===== src/hdl/pav_pkg.sv =====
// ----------------------------------------------------------------------------
// pav_pkg
// Types, constants and a helper shared by the archive header validator.
// ----------------------------------------------------------------------------
package pav_pkg;

	localparam int unsigned MAX_BANNER_DEF  = 4096;
	localparam int unsigned MAX_MEMBERS_DEF = 65535;
	localparam int unsigned TAIL_BYTES      = 24;
	localparam int unsigned MIN_SPAN        = 20;

	typedef enum logic [3:0] {
		PH_MAGIC, PH_BLEN, PH_BTEXT, PH_FLAG, PH_COUNT,
		PH_NLEN, PH_NAME, PH_TAIL, PH_PENDING
	} phase_t;

	typedef enum logic [3:0] {
		ERR_OK       = 4'd0,
		ERR_SHORT    = 4'd1,
		ERR_SIG      = 4'd2,
		ERR_BLEN     = 4'd3,
		ERR_BBYTE    = 4'd4,
		ERR_COUNT    = 4'd5,
		ERR_EMPTY    = 4'd6,
		ERR_NAME     = 4'd7,
		ERR_NEG      = 4'd8,
		ERR_OUTSIDE  = 4'd9,
		ERR_TILING   = 4'd10,
		ERR_ESTREAM  = 4'd11,
		ERR_TRUNC    = 4'd12,
		ERR_PASTEND  = 4'd13
	} err_t;

	localparam logic [7:0] MAGIC [0:6] = '{8'h4A, 8'h47, 8'h50, 8'h41, 8'h4B, 8'h00, 8'h01};

	// Does a run of len bytes starting at off fit inside span?
	function automatic logic fits_span(input logic [39:0] off, input logic [32:0] len,
			input logic [39:0] span);
		logic [40:0] sum;
		sum = {1'b0, off} + {8'd0, len};
		return sum <= {1'b0, span};
	endfunction

endpackage


===== src/hdl/pav_if.sv =====
// ----------------------------------------------------------------------------
// pav_in_if / pav_out_if
// Valid/ready channels for archive bytes and for member/verdict items.
// ----------------------------------------------------------------------------
interface pav_in_if;
	logic       valid;
	logic       ready;
	logic       op;
	logic [7:0] data_byte;
	modport source (output valid, op, data_byte, input ready);
	modport sink   (input valid, op, data_byte, output ready);
endinterface

interface pav_out_if;
	logic        valid;
	logic        ready;
	logic        kind;
	logic [15:0] member_index;
	logic [39:0] rec_pos;
	logic [7:0]  name_length;
	logic [31:0] timestamp;
	logic [30:0] plain_len;
	logic [30:0] stream_start;
	logic [30:0] stream_len;
	logic        accepted;
	logic [3:0]  error_code;
	logic [39:0] arc_extent;
	logic [15:0] total_members;
	modport source (output valid, kind, member_index, rec_pos, name_length, timestamp,
		plain_len, stream_start, stream_len, accepted, error_code,
		arc_extent, total_members, input ready);
	modport sink   (input valid, kind, member_index, rec_pos, name_length, timestamp,
		plain_len, stream_start, stream_len, accepted, error_code,
		arc_extent, total_members, output ready);
endinterface


===== src/hdl/pak_archive_header_validator.sv =====
// ----------------------------------------------------------------------------
// pak_archive_header_validator
// Streaming header and directory checker for a packed archive container.
// ----------------------------------------------------------------------------
// Feed the archive one byte per item from offset 0 (op 0); op 1 restarts
// parsing and keeps archive_span. Every item is handled by the parse logic
// that sits in front of a single result register, so one item is taken
// per clock as long as the result register is empty or being drained in
// the same cycle. A member record comes out at the last tail byte of each
// directory record; the verdict follows on an error, at the last count byte
// when the member count is zero, or on the byte after the last record. After
// the verdict, bytes are dropped until a restart. Write archive_span only while the block is idle.
module pak_archive_header_validator import pav_pkg::*; #(
	parameter int unsigned MAX_BANNER  = MAX_BANNER_DEF,
	parameter int unsigned MAX_MEMBERS = MAX_MEMBERS_DEF
) (
	input  logic        clk,
	input  logic        arst_n,
	input  logic        cfg_we,
	input  logic [39:0] cfg_wdata,
	pav_in_if.sink      item_in,
	pav_out_if.source   res_out
);

	logic [39:0]  span_q;
	phase_t       phase_q, phase_n;
	logic [7:0]   pos_q, pos_n;
	logic [31:0]  acc_q, acc_n;
	logic [39:0]  off_q, off_n;
	logic         banner_q, banner_n;
	logic [7:0]   nlen_q, nlen_n;
	logic [1:0]   dots_q, dots_n;
	logic [16:0]  total_q, total_n;
	logic [16:0]  seen_q, seen_n;
	logic [127:0] tail_q, tail_n;
	logic [30:0]  first_q, first_n;
	logic [32:0]  end_q, end_n;
	logic         fin_q, fin_n;

	logic         take;
	logic         do_v, do_m;
	err_t         v_code;
	logic [39:0]  v_size;
	logic [7:0]   b;
	logic [39:0]  nxt;
	logic [31:0]  usz, doff, csz;
	logic [30:0]  first_c;
	logic [32:0]  end_c;
	logic [39:0]  rec_c;

	// Result register
	logic         ov_q;
	logic         kind_q, acc_ok_q;
	logic [15:0]  midx_q, mcnt_q;
	logic [39:0]  roff_q, asize_q;
	logic [7:0]   nl_q;
	logic [31:0]  ts_q;
	logic [30:0]  usz_q, doff_q, csz_q;
	err_t         ec_q;

	assign item_in.ready = !ov_q || res_out.ready;
	assign take = item_in.valid && item_in.ready;
	assign b = item_in.data_byte;
	assign nxt = off_q + 40'd1;

	assign usz   = tail_q[63:32];
	assign doff  = tail_q[95:64];
	assign csz   = tail_q[127:96];
	assign first_c = (seen_q == 17'd0) ? doff[30:0] : first_q;
	assign end_c   = {1'b0, doff} + {1'b0, csz};
	assign rec_c   = off_q - 40'(nlen_q) - 40'(TAIL_BYTES);

	// Parse one byte
	always_comb begin
		phase_n = phase_q; pos_n = pos_q; acc_n = acc_q; off_n = off_q;
		banner_n = banner_q; nlen_n = nlen_q; dots_n = dots_q; total_n = total_q;
		seen_n = seen_q; tail_n = tail_q; first_n = first_q; end_n = end_q;
		fin_n = fin_q;
		do_v = 1'b0; do_m = 1'b0; v_code = ERR_OK; v_size = '0;
		if (item_in.op) begin
			phase_n = PH_MAGIC; pos_n = '0; acc_n = '0; off_n = '0; banner_n = 1'b0;
			nlen_n = '0; dots_n = '0; total_n = '0; seen_n = '0; tail_n = '0;
			first_n = '0; end_n = '0; fin_n = 1'b0;
		end else if (!fin_q) begin
			off_n = nxt;
			case (phase_q)
				PH_MAGIC: begin
					if (off_q == 40'd0 && span_q < 40'(MIN_SPAN)) begin
						do_v = 1'b1; v_code = ERR_SHORT;
					end else if (b != MAGIC[pos_q[2:0]]) begin
						do_v = 1'b1; v_code = ERR_SIG;
					end else if (pos_q == 8'd6) begin
						pos_n = '0; acc_n = '0;
						if (!fits_span(nxt, 33'd4, span_q)) begin
							do_v = 1'b1; v_code = ERR_TRUNC;
						end else begin
							phase_n = PH_BLEN;
						end
					end else begin
						pos_n = pos_q + 8'd1;
					end
				end
				PH_BLEN, PH_COUNT: begin
					acc_n = acc_q | (32'(b) << {pos_q[1:0], 3'b000});
					pos_n = pos_q + 8'd1;
					if (pos_q[1:0] == 2'd3) begin
						if (phase_q == PH_BLEN) begin
							if (acc_n[31] || acc_n > 32'(MAX_BANNER)) begin
								do_v = 1'b1; v_code = ERR_BLEN;
							end else if (!fits_span(nxt, {1'b0, acc_n}, span_q)) begin
								do_v = 1'b1; v_code = ERR_TRUNC;
							end else if (acc_n != 32'd0) begin
								phase_n = PH_BTEXT;
							end else begin
								pos_n = '0; acc_n = '0;
								if (!fits_span(nxt, banner_q ? 33'd5 : 33'd4, span_q)) begin
									do_v = 1'b1; v_code = ERR_TRUNC;
								end
								phase_n = banner_q ? PH_FLAG : PH_BLEN;
								banner_n = 1'b1;
							end
						end else begin
							if (acc_n[31] || acc_n > 32'(MAX_MEMBERS)) begin
								do_v = 1'b1; v_code = ERR_COUNT;
							end else begin
								total_n = 17'(acc_n);
								if (acc_n == 32'd0) begin
									do_v = 1'b1; v_code = ERR_OK; v_size = nxt;
								end else if (!fits_span(nxt, 33'd1, span_q)) begin
									do_v = 1'b1; v_code = ERR_TRUNC;
								end else begin
									phase_n = PH_NLEN;
								end
							end
						end
					end
				end
				PH_BTEXT: begin
					if (b < 8'h20 && b != 8'h09) begin
						do_v = 1'b1; v_code = ERR_BBYTE;
					end else begin
						acc_n = acc_q - 32'd1;
						if (acc_n == 32'd0) begin
							pos_n = '0;
							if (!fits_span(nxt, banner_q ? 33'd5 : 33'd4, span_q)) begin
								do_v = 1'b1; v_code = ERR_TRUNC;
							end
							phase_n = banner_q ? PH_FLAG : PH_BLEN;
							banner_n = 1'b1;
						end
					end
				end
				PH_FLAG: begin
					phase_n = PH_COUNT; pos_n = '0; acc_n = '0;
				end
				PH_NLEN: begin
					if (b == 8'd0) begin
						do_v = 1'b1; v_code = ERR_EMPTY;
					end else if (!fits_span(nxt, 33'(b) + 33'(TAIL_BYTES), span_q)) begin
						do_v = 1'b1; v_code = ERR_TRUNC;
					end else begin
						nlen_n = b; pos_n = '0; dots_n = '0; phase_n = PH_NAME;
					end
				end
				PH_NAME: begin
					if (b < 8'h20 || b inside {8'h2F, 8'h5C, 8'h3A, 8'h2A, 8'h22, 8'h3C,
							8'h3E, 8'h7C, 8'h3F}) begin
						do_v = 1'b1; v_code = ERR_NAME;
					end else begin
						if (b == 8'h2E && pos_q == 8'd0) dots_n[0] = 1'b1;
						if (b == 8'h2E && pos_q == 8'd1) dots_n[1] = 1'b1;
						pos_n = pos_q + 8'd1;
						if (pos_n == nlen_q) begin
							if ((nlen_q == 8'd1 && dots_n[0]) ||
									(nlen_q == 8'd2 && dots_n == 2'b11)) begin
								do_v = 1'b1; v_code = ERR_NAME;
							end else begin
								pos_n = '0; tail_n = '0; phase_n = PH_TAIL;
							end
						end
					end
				end
				PH_TAIL: begin
					if (pos_q < 8'd16) tail_n[{pos_q[3:0], 3'b000} +: 8] = b;
					pos_n = pos_q + 8'd1;
					if (pos_q == 8'(TAIL_BYTES - 1)) begin
						pos_n = '0;
						if (usz[31] || doff[31] || csz[31]) begin
							do_v = 1'b1; v_code = ERR_NEG;
						end else if (!fits_span(40'(doff), 33'(csz), span_q)) begin
							do_v = 1'b1; v_code = ERR_OUTSIDE;
						end else if (seen_q != 17'd0 && 33'(doff) != end_q) begin
							do_v = 1'b1; v_code = ERR_TILING;
						end else if (csz == 32'd0) begin
							do_v = 1'b1; v_code = ERR_ESTREAM;
						end else begin
							first_n = first_c;
							end_n = end_c;
							if (seen_q + 17'd1 >= total_q) begin
								if (40'(first_c) != nxt) begin
									do_v = 1'b1; v_code = ERR_TILING;
								end else if (40'(end_c) > span_q) begin
									do_v = 1'b1; v_code = ERR_PASTEND;
								end else begin
									phase_n = PH_PENDING;
								end
							end else begin
								phase_n = PH_NLEN;
							end
							if (!do_v) begin
								do_m = 1'b1;
								seen_n = seen_q + 17'd1;
							end
						end
					end
				end
				PH_PENDING: begin
					do_v = 1'b1; v_code = ERR_OK; v_size = 40'(end_q);
				end
				default: begin
					do_v = 1'b1; v_code = ERR_SIG;
				end
			endcase
			if (do_v) fin_n = 1'b1;
		end
	end

	// Parse state; restart and reset clear it
	always_ff @(posedge clk or negedge arst_n) begin
		if (!arst_n) begin
			span_q <= '0; phase_q <= PH_MAGIC; pos_q <= '0; acc_q <= '0; off_q <= '0;
			banner_q <= 1'b0; nlen_q <= '0; dots_q <= '0; total_q <= '0; seen_q <= '0;
			tail_q <= '0; first_q <= '0; end_q <= '0; fin_q <= 1'b0;
		end else begin
			if (cfg_we) span_q <= cfg_wdata;
			if (take) begin
				phase_q <= phase_n; pos_q <= pos_n; acc_q <= acc_n; off_q <= off_n;
				banner_q <= banner_n; nlen_q <= nlen_n; dots_q <= dots_n;
				total_q <= total_n; seen_q <= seen_n; tail_q <= tail_n;
				first_q <= first_n; end_q <= end_n; fin_q <= fin_n;
			end
		end
	end

	// Result register: load on a producing item, drop when taken
	always_ff @(posedge clk or negedge arst_n) begin
		if (!arst_n) begin
			ov_q <= 1'b0;
		end else if (take && (do_v || do_m)) begin
			ov_q <= 1'b1;
		end else if (res_out.ready) begin
			ov_q <= 1'b0;
		end
	end

	always_ff @(posedge clk) begin
		if (take && (do_v || do_m)) begin
			kind_q   <= do_v;
			midx_q   <= do_m ? seen_q[15:0] : '0;
			roff_q   <= do_m ? rec_c : '0;
			nl_q     <= do_m ? nlen_q : '0;
			ts_q     <= do_m ? tail_q[31:0] : '0;
			usz_q    <= do_m ? usz[30:0] : '0;
			doff_q   <= do_m ? doff[30:0] : '0;
			csz_q    <= do_m ? csz[30:0] : '0;
			acc_ok_q <= do_v && v_code == ERR_OK;
			ec_q     <= do_v ? v_code : ERR_OK;
			asize_q  <= (do_v && v_code == ERR_OK) ? v_size : '0;
			mcnt_q   <= do_v ? total_n[15:0] : '0;
		end
	end

	assign res_out.valid         = ov_q;
	assign res_out.kind          = kind_q;
	assign res_out.member_index  = midx_q;
	assign res_out.rec_pos       = roff_q;
	assign res_out.name_length   = nl_q;
	assign res_out.timestamp     = ts_q;
	assign res_out.plain_len     = usz_q;
	assign res_out.stream_start  = doff_q;
	assign res_out.stream_len    = csz_q;
	assign res_out.accepted      = acc_ok_q;
	assign res_out.error_code    = ec_q;
	assign res_out.arc_extent    = asize_q;
	assign res_out.total_members = mcnt_q;

endmodule


===== src/flat_wrapper.sv =====
// flat-port wrapper written by rule: the top's interface ports become plain ports
module pak_archive_header_validator_flat import pav_pkg::*;
#(
	parameter int unsigned MAX_BANNER  = MAX_BANNER_DEF,
	parameter int unsigned MAX_MEMBERS = MAX_MEMBERS_DEF
)
  (clk, arst_n, cfg_we, cfg_wdata, item_in_valid, item_in_op, item_in_data_byte, item_in_ready, res_out_valid, res_out_kind, res_out_member_index, res_out_rec_pos, res_out_name_length, res_out_timestamp, res_out_plain_len, res_out_stream_start, res_out_stream_len, res_out_accepted, res_out_error_code, res_out_arc_extent, res_out_total_members, res_out_ready);
  pav_in_if item_in_i ();
  pav_out_if res_out_i ();
  input  logic clk;
  input  logic arst_n;
  input  logic cfg_we;
  input  logic [39:0] cfg_wdata;
  input wire logic [$bits(item_in_i.valid)-1:0] item_in_valid;
  input wire logic [$bits(item_in_i.op)-1:0] item_in_op;
  input wire logic [$bits(item_in_i.data_byte)-1:0] item_in_data_byte;
  output wire logic [$bits(item_in_i.ready)-1:0] item_in_ready;
  output wire logic [$bits(res_out_i.valid)-1:0] res_out_valid;
  output wire logic [$bits(res_out_i.kind)-1:0] res_out_kind;
  output wire logic [$bits(res_out_i.member_index)-1:0] res_out_member_index;
  output wire logic [$bits(res_out_i.rec_pos)-1:0] res_out_rec_pos;
  output wire logic [$bits(res_out_i.name_length)-1:0] res_out_name_length;
  output wire logic [$bits(res_out_i.timestamp)-1:0] res_out_timestamp;
  output wire logic [$bits(res_out_i.plain_len)-1:0] res_out_plain_len;
  output wire logic [$bits(res_out_i.stream_start)-1:0] res_out_stream_start;
  output wire logic [$bits(res_out_i.stream_len)-1:0] res_out_stream_len;
  output wire logic [$bits(res_out_i.accepted)-1:0] res_out_accepted;
  output wire logic [$bits(res_out_i.error_code)-1:0] res_out_error_code;
  output wire logic [$bits(res_out_i.arc_extent)-1:0] res_out_arc_extent;
  output wire logic [$bits(res_out_i.total_members)-1:0] res_out_total_members;
  input wire logic [$bits(res_out_i.ready)-1:0] res_out_ready;
  assign item_in_i.valid = item_in_valid;
  assign item_in_i.op = item_in_op;
  assign item_in_i.data_byte = item_in_data_byte;
  assign item_in_ready = item_in_i.ready;
  assign res_out_valid = res_out_i.valid;
  assign res_out_kind = res_out_i.kind;
  assign res_out_member_index = res_out_i.member_index;
  assign res_out_rec_pos = res_out_i.rec_pos;
  assign res_out_name_length = res_out_i.name_length;
  assign res_out_timestamp = res_out_i.timestamp;
  assign res_out_plain_len = res_out_i.plain_len;
  assign res_out_stream_start = res_out_i.stream_start;
  assign res_out_stream_len = res_out_i.stream_len;
  assign res_out_accepted = res_out_i.accepted;
  assign res_out_error_code = res_out_i.error_code;
  assign res_out_arc_extent = res_out_i.arc_extent;
  assign res_out_total_members = res_out_i.total_members;
  assign res_out_i.ready = res_out_ready;
  pak_archive_header_validator #(.MAX_BANNER(MAX_BANNER), .MAX_MEMBERS(MAX_MEMBERS)) u_core (.clk(clk), .arst_n(arst_n), .cfg_we(cfg_we), .cfg_wdata(cfg_wdata), .item_in(item_in_i), .res_out(res_out_i));
endmodule

===== config.mk =====
export PLATFORM = sky130hd
export DESIGN_NAME = pak_archive_header_validator_flat
export DESIGN_NICKNAME = d
export VERILOG_FILES = /design/src/hdl/pav_pkg.sv /design/src/hdl/pav_if.sv /design/src/hdl/pak_archive_header_validator.sv /design/src/flat_wrapper.sv
export SDC_FILE = /design/constraint.sdc
export NUM_CORES = 2
export LEC_CHECK = 0
export ABC_AREA = 1
export ABC_CLOCK_PERIOD_IN_PS = 15600
export BUFFER_PORTS_ARGS = -buffer_cell sky130_fd_sc_hd__buf_2
export CAP_MARGIN = 10
export CELL_PAD_IN_SITES_DETAIL_PLACEMENT = 0
export CELL_PAD_IN_SITES_GLOBAL_PLACEMENT = 1
export CORE_UTILIZATION = 46
export CTS_CLUSTER_SIZE = 30
export DETAILED_ROUTE_END_ITERATION = 10
export GPL_TIMING_DRIVEN = 0
export MAX_ROUTING_LAYER = met4
export PLACE_DENSITY = 0.86
export SKIP_CTS_REPAIR_TIMING = 1
export SLEW_MARGIN = 20
export SYNTH_ARGS = -nofsm -noshare
export SYNTH_HDL_FRONTEND = slang
export SYNTH_SLANG_ARGS = --single-unit

===== constraint.sdc =====
create_clock -name clk -period 15.6 [get_ports clk]
set_input_delay 1.56 -clock clk [delete_from_list [all_inputs] [get_ports clk]]
set_output_delay 1.56 -clock clk [all_outputs]
set_load 0.02 [all_outputs]

==> flow_summary.yaml <==
pwr:
  swShare: 0.4769
  p_int_uw: 3915
  p_switching_uw: 3569
  peakVddDrop_mv: 0.1389
  leakage_uw: 0.02331
  pwr-share-seq: 0.263
  combPwrFrac: 0.502
  p_per_area_mw_per_mm2: 151.9
  power_frac_clock: 0.235
critical_path:
  crit_slowest_cell: "dfrtp_1"
  worstPathRequired_ns: 15.88
  cp-end-kind: "register"
  path_class: "register to register"
  start_kind: "register"
  slowest_delay_ns: 0.75
  worstReg2RegEnd: "u_core.res_out.rec_pos[7]$_SDFFCE_PN0P_"
  path_max_fanout: 121
  crit_path_frequent_cell: "nand2_1"
  cp.arrival_ns: 10.18
  ff2ff_path_depth: 48
  rr_startpoint: "u_core.off_q[0]$_DFFE_PN0P_"
  reg2reg_slack_ns: 5.71
place:
  portBuffers: 302
  dp.cells: 7159
  dp_hpwl_mm: 140.3
  placed_cell_area_sq_mm: 0.04683
  finalWeightedCongestion: 1.054
synth:
  synth_xor_area_frac: 0.06394
  ys_warn_count: 0
  syn_avg_cell_area_sq_um: 7.782
  synth_simple_gate_area_frac: 0.2394
  synthAdderAreaFrac: 0.1047
  synth_enable_flop_cells: 251
  synth.distinct_cells: 64
  post_synth_inst_count: 5597
  ys_seq_area_frac: 0.3816
  async_flop_share: 0.5912
  muxShareOfSynthArea: 0.0005170
  synth_area_sq_mm: 0.04356
  ys_seq_elements: 614
  synth_nets: 6013
  ys.flop_type: "dfrtp_1"
  synth_top_family_by_area: "simple AND/OR/NAND/NOR gates"
  synth_compound_area_frac: 0.1192
detailed_routing:
  drt-met1-wl_mm: 73.08
  drt-vias-per-instance: 5.693
  routedWlPerCell_um: 23.83
  routed-wl-met3_mm: 15.03
  drt_pass1_iterations: 6
  drtIter0Drc: 4860
  drt-total-wl_mm: 173.8
  antenna_left: 0
  routed.top_layer: "met4"
  vias: 41520
  wl_met2_mm: 78.04
  drc: 0
timing:
  grt_setup_unrepaired: "false"
  fin_setup_tns_ns: 0
  fin_crit_ns: 9.891
  tightestPinTransition_ns: 1.210
  setup_viol: 0
  fin_hold_ws_ns: 0.4820
  post-route-period-util: 0.6341
  fmax_mhz: 101.1
  clock-skew-final_ns: 0.04468
  timing.final.hold_violations: 0
  relSlewSlack: 0.1828
  report.final.slew_viol_count: 0
min_path:
  holdPathStages: 2
  hold_class: "register to register"
  min_from: "u_core.tail_q[7]$_DFFE_PN0P_"
  hold_path_end: "u_core.tail_q[7]$_DFFE_PN0P_"
cells_and_area:
  final_nets: 6394
  regArea_sq_mm: 0.01662
  syn_to_final_growth_pct: 13.10
  stdcell_count: 7293
  multi_input_area_sq_mm: 0.02300
  drive_gt1_frac: 0.1054
  final_area_sq_mm: 0.04926
  fill_cells: 9274
  final_core_util: 0.5263
cts:
  cts_tree: "yes"
  cts_buffer_depth: 3
  clk_pin_slew_worst_paths_ns: 0.06
  clk_latency_ns: 0.69
  htree_levels: 3
  cts-root-buf: "clkbuf_16"
  cts_made_buffers: 71
  cts.sink_count: 614
die:
  initial_core_util: 0.4653
  die-area_sq_mm: 0.09593
  boundaryPins: 307
  die_h_um: 309.7
  num_rows: 112
  core_area_sq_mm: 0.09361
  die_w_um: 309.7
global_routing:
  grtUsageTotal: 0.3687
  grt_pass1_vias: 38490
  antenna_found_initial: 3
  grt_max_degree: 122
  grt_overflow: 0
  grt_pass1_wl_mm: 250.2
run:
  max-cap-violations: 0
outcome:
  status: "finished, final reports clean"
metal layers:
layer  global-route usage  up-vias
met5                    -        -
met4               0.1501        0
met3              0.05615      355
met2               0.5618     1931
met1               0.4893    19890
li1                     -    19350
synthesized netlist by cell type, drive strengths merged (3+ instances only):
| library cell | instances | area share |
|---|---|---|
| o31ai | 6 | 0.0010 |
| a211oi | 10 | 0.0017 |
| o41ai | 16 | 0.0032 |
| buf | 41 | 0.0058 |
| nand4 | 99 | 0.014 |
| nor3 | 130 | 0.020 |
| clkbuf | 105 | 0.0090 |
| ha | 358 | 0.10 |
| or2 | 3 | 0.00043 |
| o21ai | 318 | 0.037 |
| fa | 4 | 0.0018 |
| o21a | 7 | 0.0012 |
| nand2 | 1119 | 0.10 |
| nand3 | 269 | 0.032 |
| a21boi | 7 | 0.0012 |
| o22ai | 238 | 0.034 |
| a21o | 13 | 0.0022 |
| o21bai | 8 | 0.0014 |
| xnor2 | 37 | 0.0074 |
| o2111ai | 6 | 0.0012 |
| clkinv | 16 | 0.0017 |
| a21oi | 247 | 0.028 |
| o211ai | 8 | 0.0014 |
| nand3b | 8 | 0.0014 |
| nor3b | 6 | 0.0010 |
| nor2 | 706 | 0.065 |
| xor2 | 272 | 0.057 |
| nor4 | 31 | 0.0045 |
| a31oi | 14 | 0.0020 |
| edfxtp | 251 | 0.17 |
| dfrtp | 363 | 0.21 |
| inv | 860 | 0.074 |
stage by stage:
| stage | power [uW] | setup slack [ns] |
|---|---|---|
| floorplan | 4463 | 4.069 |
| global placement | 5645 | -0.1712 |
| detailed placement | 5651 | 5.332 |
| CTS | 7409 | 5.916 |
| global route | 7928 | 5.274 |
| finish | 7484 | 5.709 |
sequential cells by signal, indices dropped and copies added (netlist names), 2 cells and up:
register                      flops
u_core.tail_q                   128
u_core.off_q                     40
u_core.res_out.arc_extent        40
u_core.res_out.rec_pos           40
u_core.span_q                    40
u_core.end_q                     33
u_core.acc_q                     32
u_core.res_out.timestamp         32
u_core.first_q                   31
u_core.res_out.plain_len         31
u_core.res_out.stream_len        31
u_core.res_out.stream_start      31
u_core.seen_q                    17
u_core.total_q                   17
u_core.res_out.member_index      16
u_core.res_out.total_members     16
u_core.nlen_q                     8
u_core.pos_q                      8
u_core.res_out.name_length        8
u_core.phase_q                    4
u_core.res_out.error_code         4
u_core.dots_q                     2
critical path: cells and delay by family (launching register included):
family | cells | cell delay [ns]
AOI/OAI and AO/OA | 2 | 0.59
xor gates and xnor gates | 1 | 0.16
adders and majority gates | 3 | 0.98
buffers and inverters | 10 | 2.25
DFF | 1 | 0.75
and+or+nand+nor | 32 | 4.39
layout make-up:
type,instances,area share
tap,1254,0.03185
sequential,614,0.3374
timing repair buffer,308,0.03424
antenna,3,0.0001524
clock buffer,90,0.03896
inverter,876,0.06720
clock inverter,41,0.01013
multi-input combinational,3961,0.4670
buffer,146,0.01313
cells in the final DEF (no fill, tap or decap), types with 118 or more instances in the layout:
cell type	count
nand2_1	1069
inv_1	834
nor2_1	672
dfrtp_1	363
ha_1	358
buf_2	326
o21ai_0	307
xor2_1	265
nand3_1	264
edfxtp_1	251
a21oi_1	247
o22ai_1	238
clkbuf_1	118
worst max path at each step:
stage | from | endpoint
finish | u_core.off_q[0]$_DFFE_PN0P_ | u_core.res_out.rec_pos[7]$_SDFFCE_PN0P_
global route | item_in_data_byte[2] | u_core.res_out.rec_pos[7]$_SDFFCE_PN0P_
CTS | u_core.off_q[0]$_DFFE_PN0P_ | u_core.res_out.rec_pos[5]$_SDFFCE_PN0P_
detailed placement | item_in_data_byte[2] | u_core.res_out.rec_pos[6]$_SDFFCE_PN0P_
global placement | item_in_data_byte[2] | u_core.res_out.rec_pos[7]$_SDFFCE_PN0P_
floorplan | item_in_data_byte[0] | u_core.res_out.accepted$_DFFE_PP_
cell families (layout without fill, tap and decap cells):
group / after synthesis / in the layout
flops: 614 / 614
fa+ha+maj: 362 / 362
buf+inv: 1022 / 1461
compound gates: 915 / 915
other cells: 0 / 3
xor+xnor: 309 / 309
mux: 2 / 2
simple gates: 2373 / 2373
power by group through the flow:
stage / Combinational, uW / Clock (uW) / Sequential (uW)
global placement: 3620 / 0 / 2030
detailed placement: 3660 / 0 / 1990
CTS: 3680 / 1770 / 1960
global route: 4120 / 1830 / 1980
floorplan: 2390 / 0 / 2080
finish: 3760 / 1760 / 1970
(Power assumes the default switching activity.)
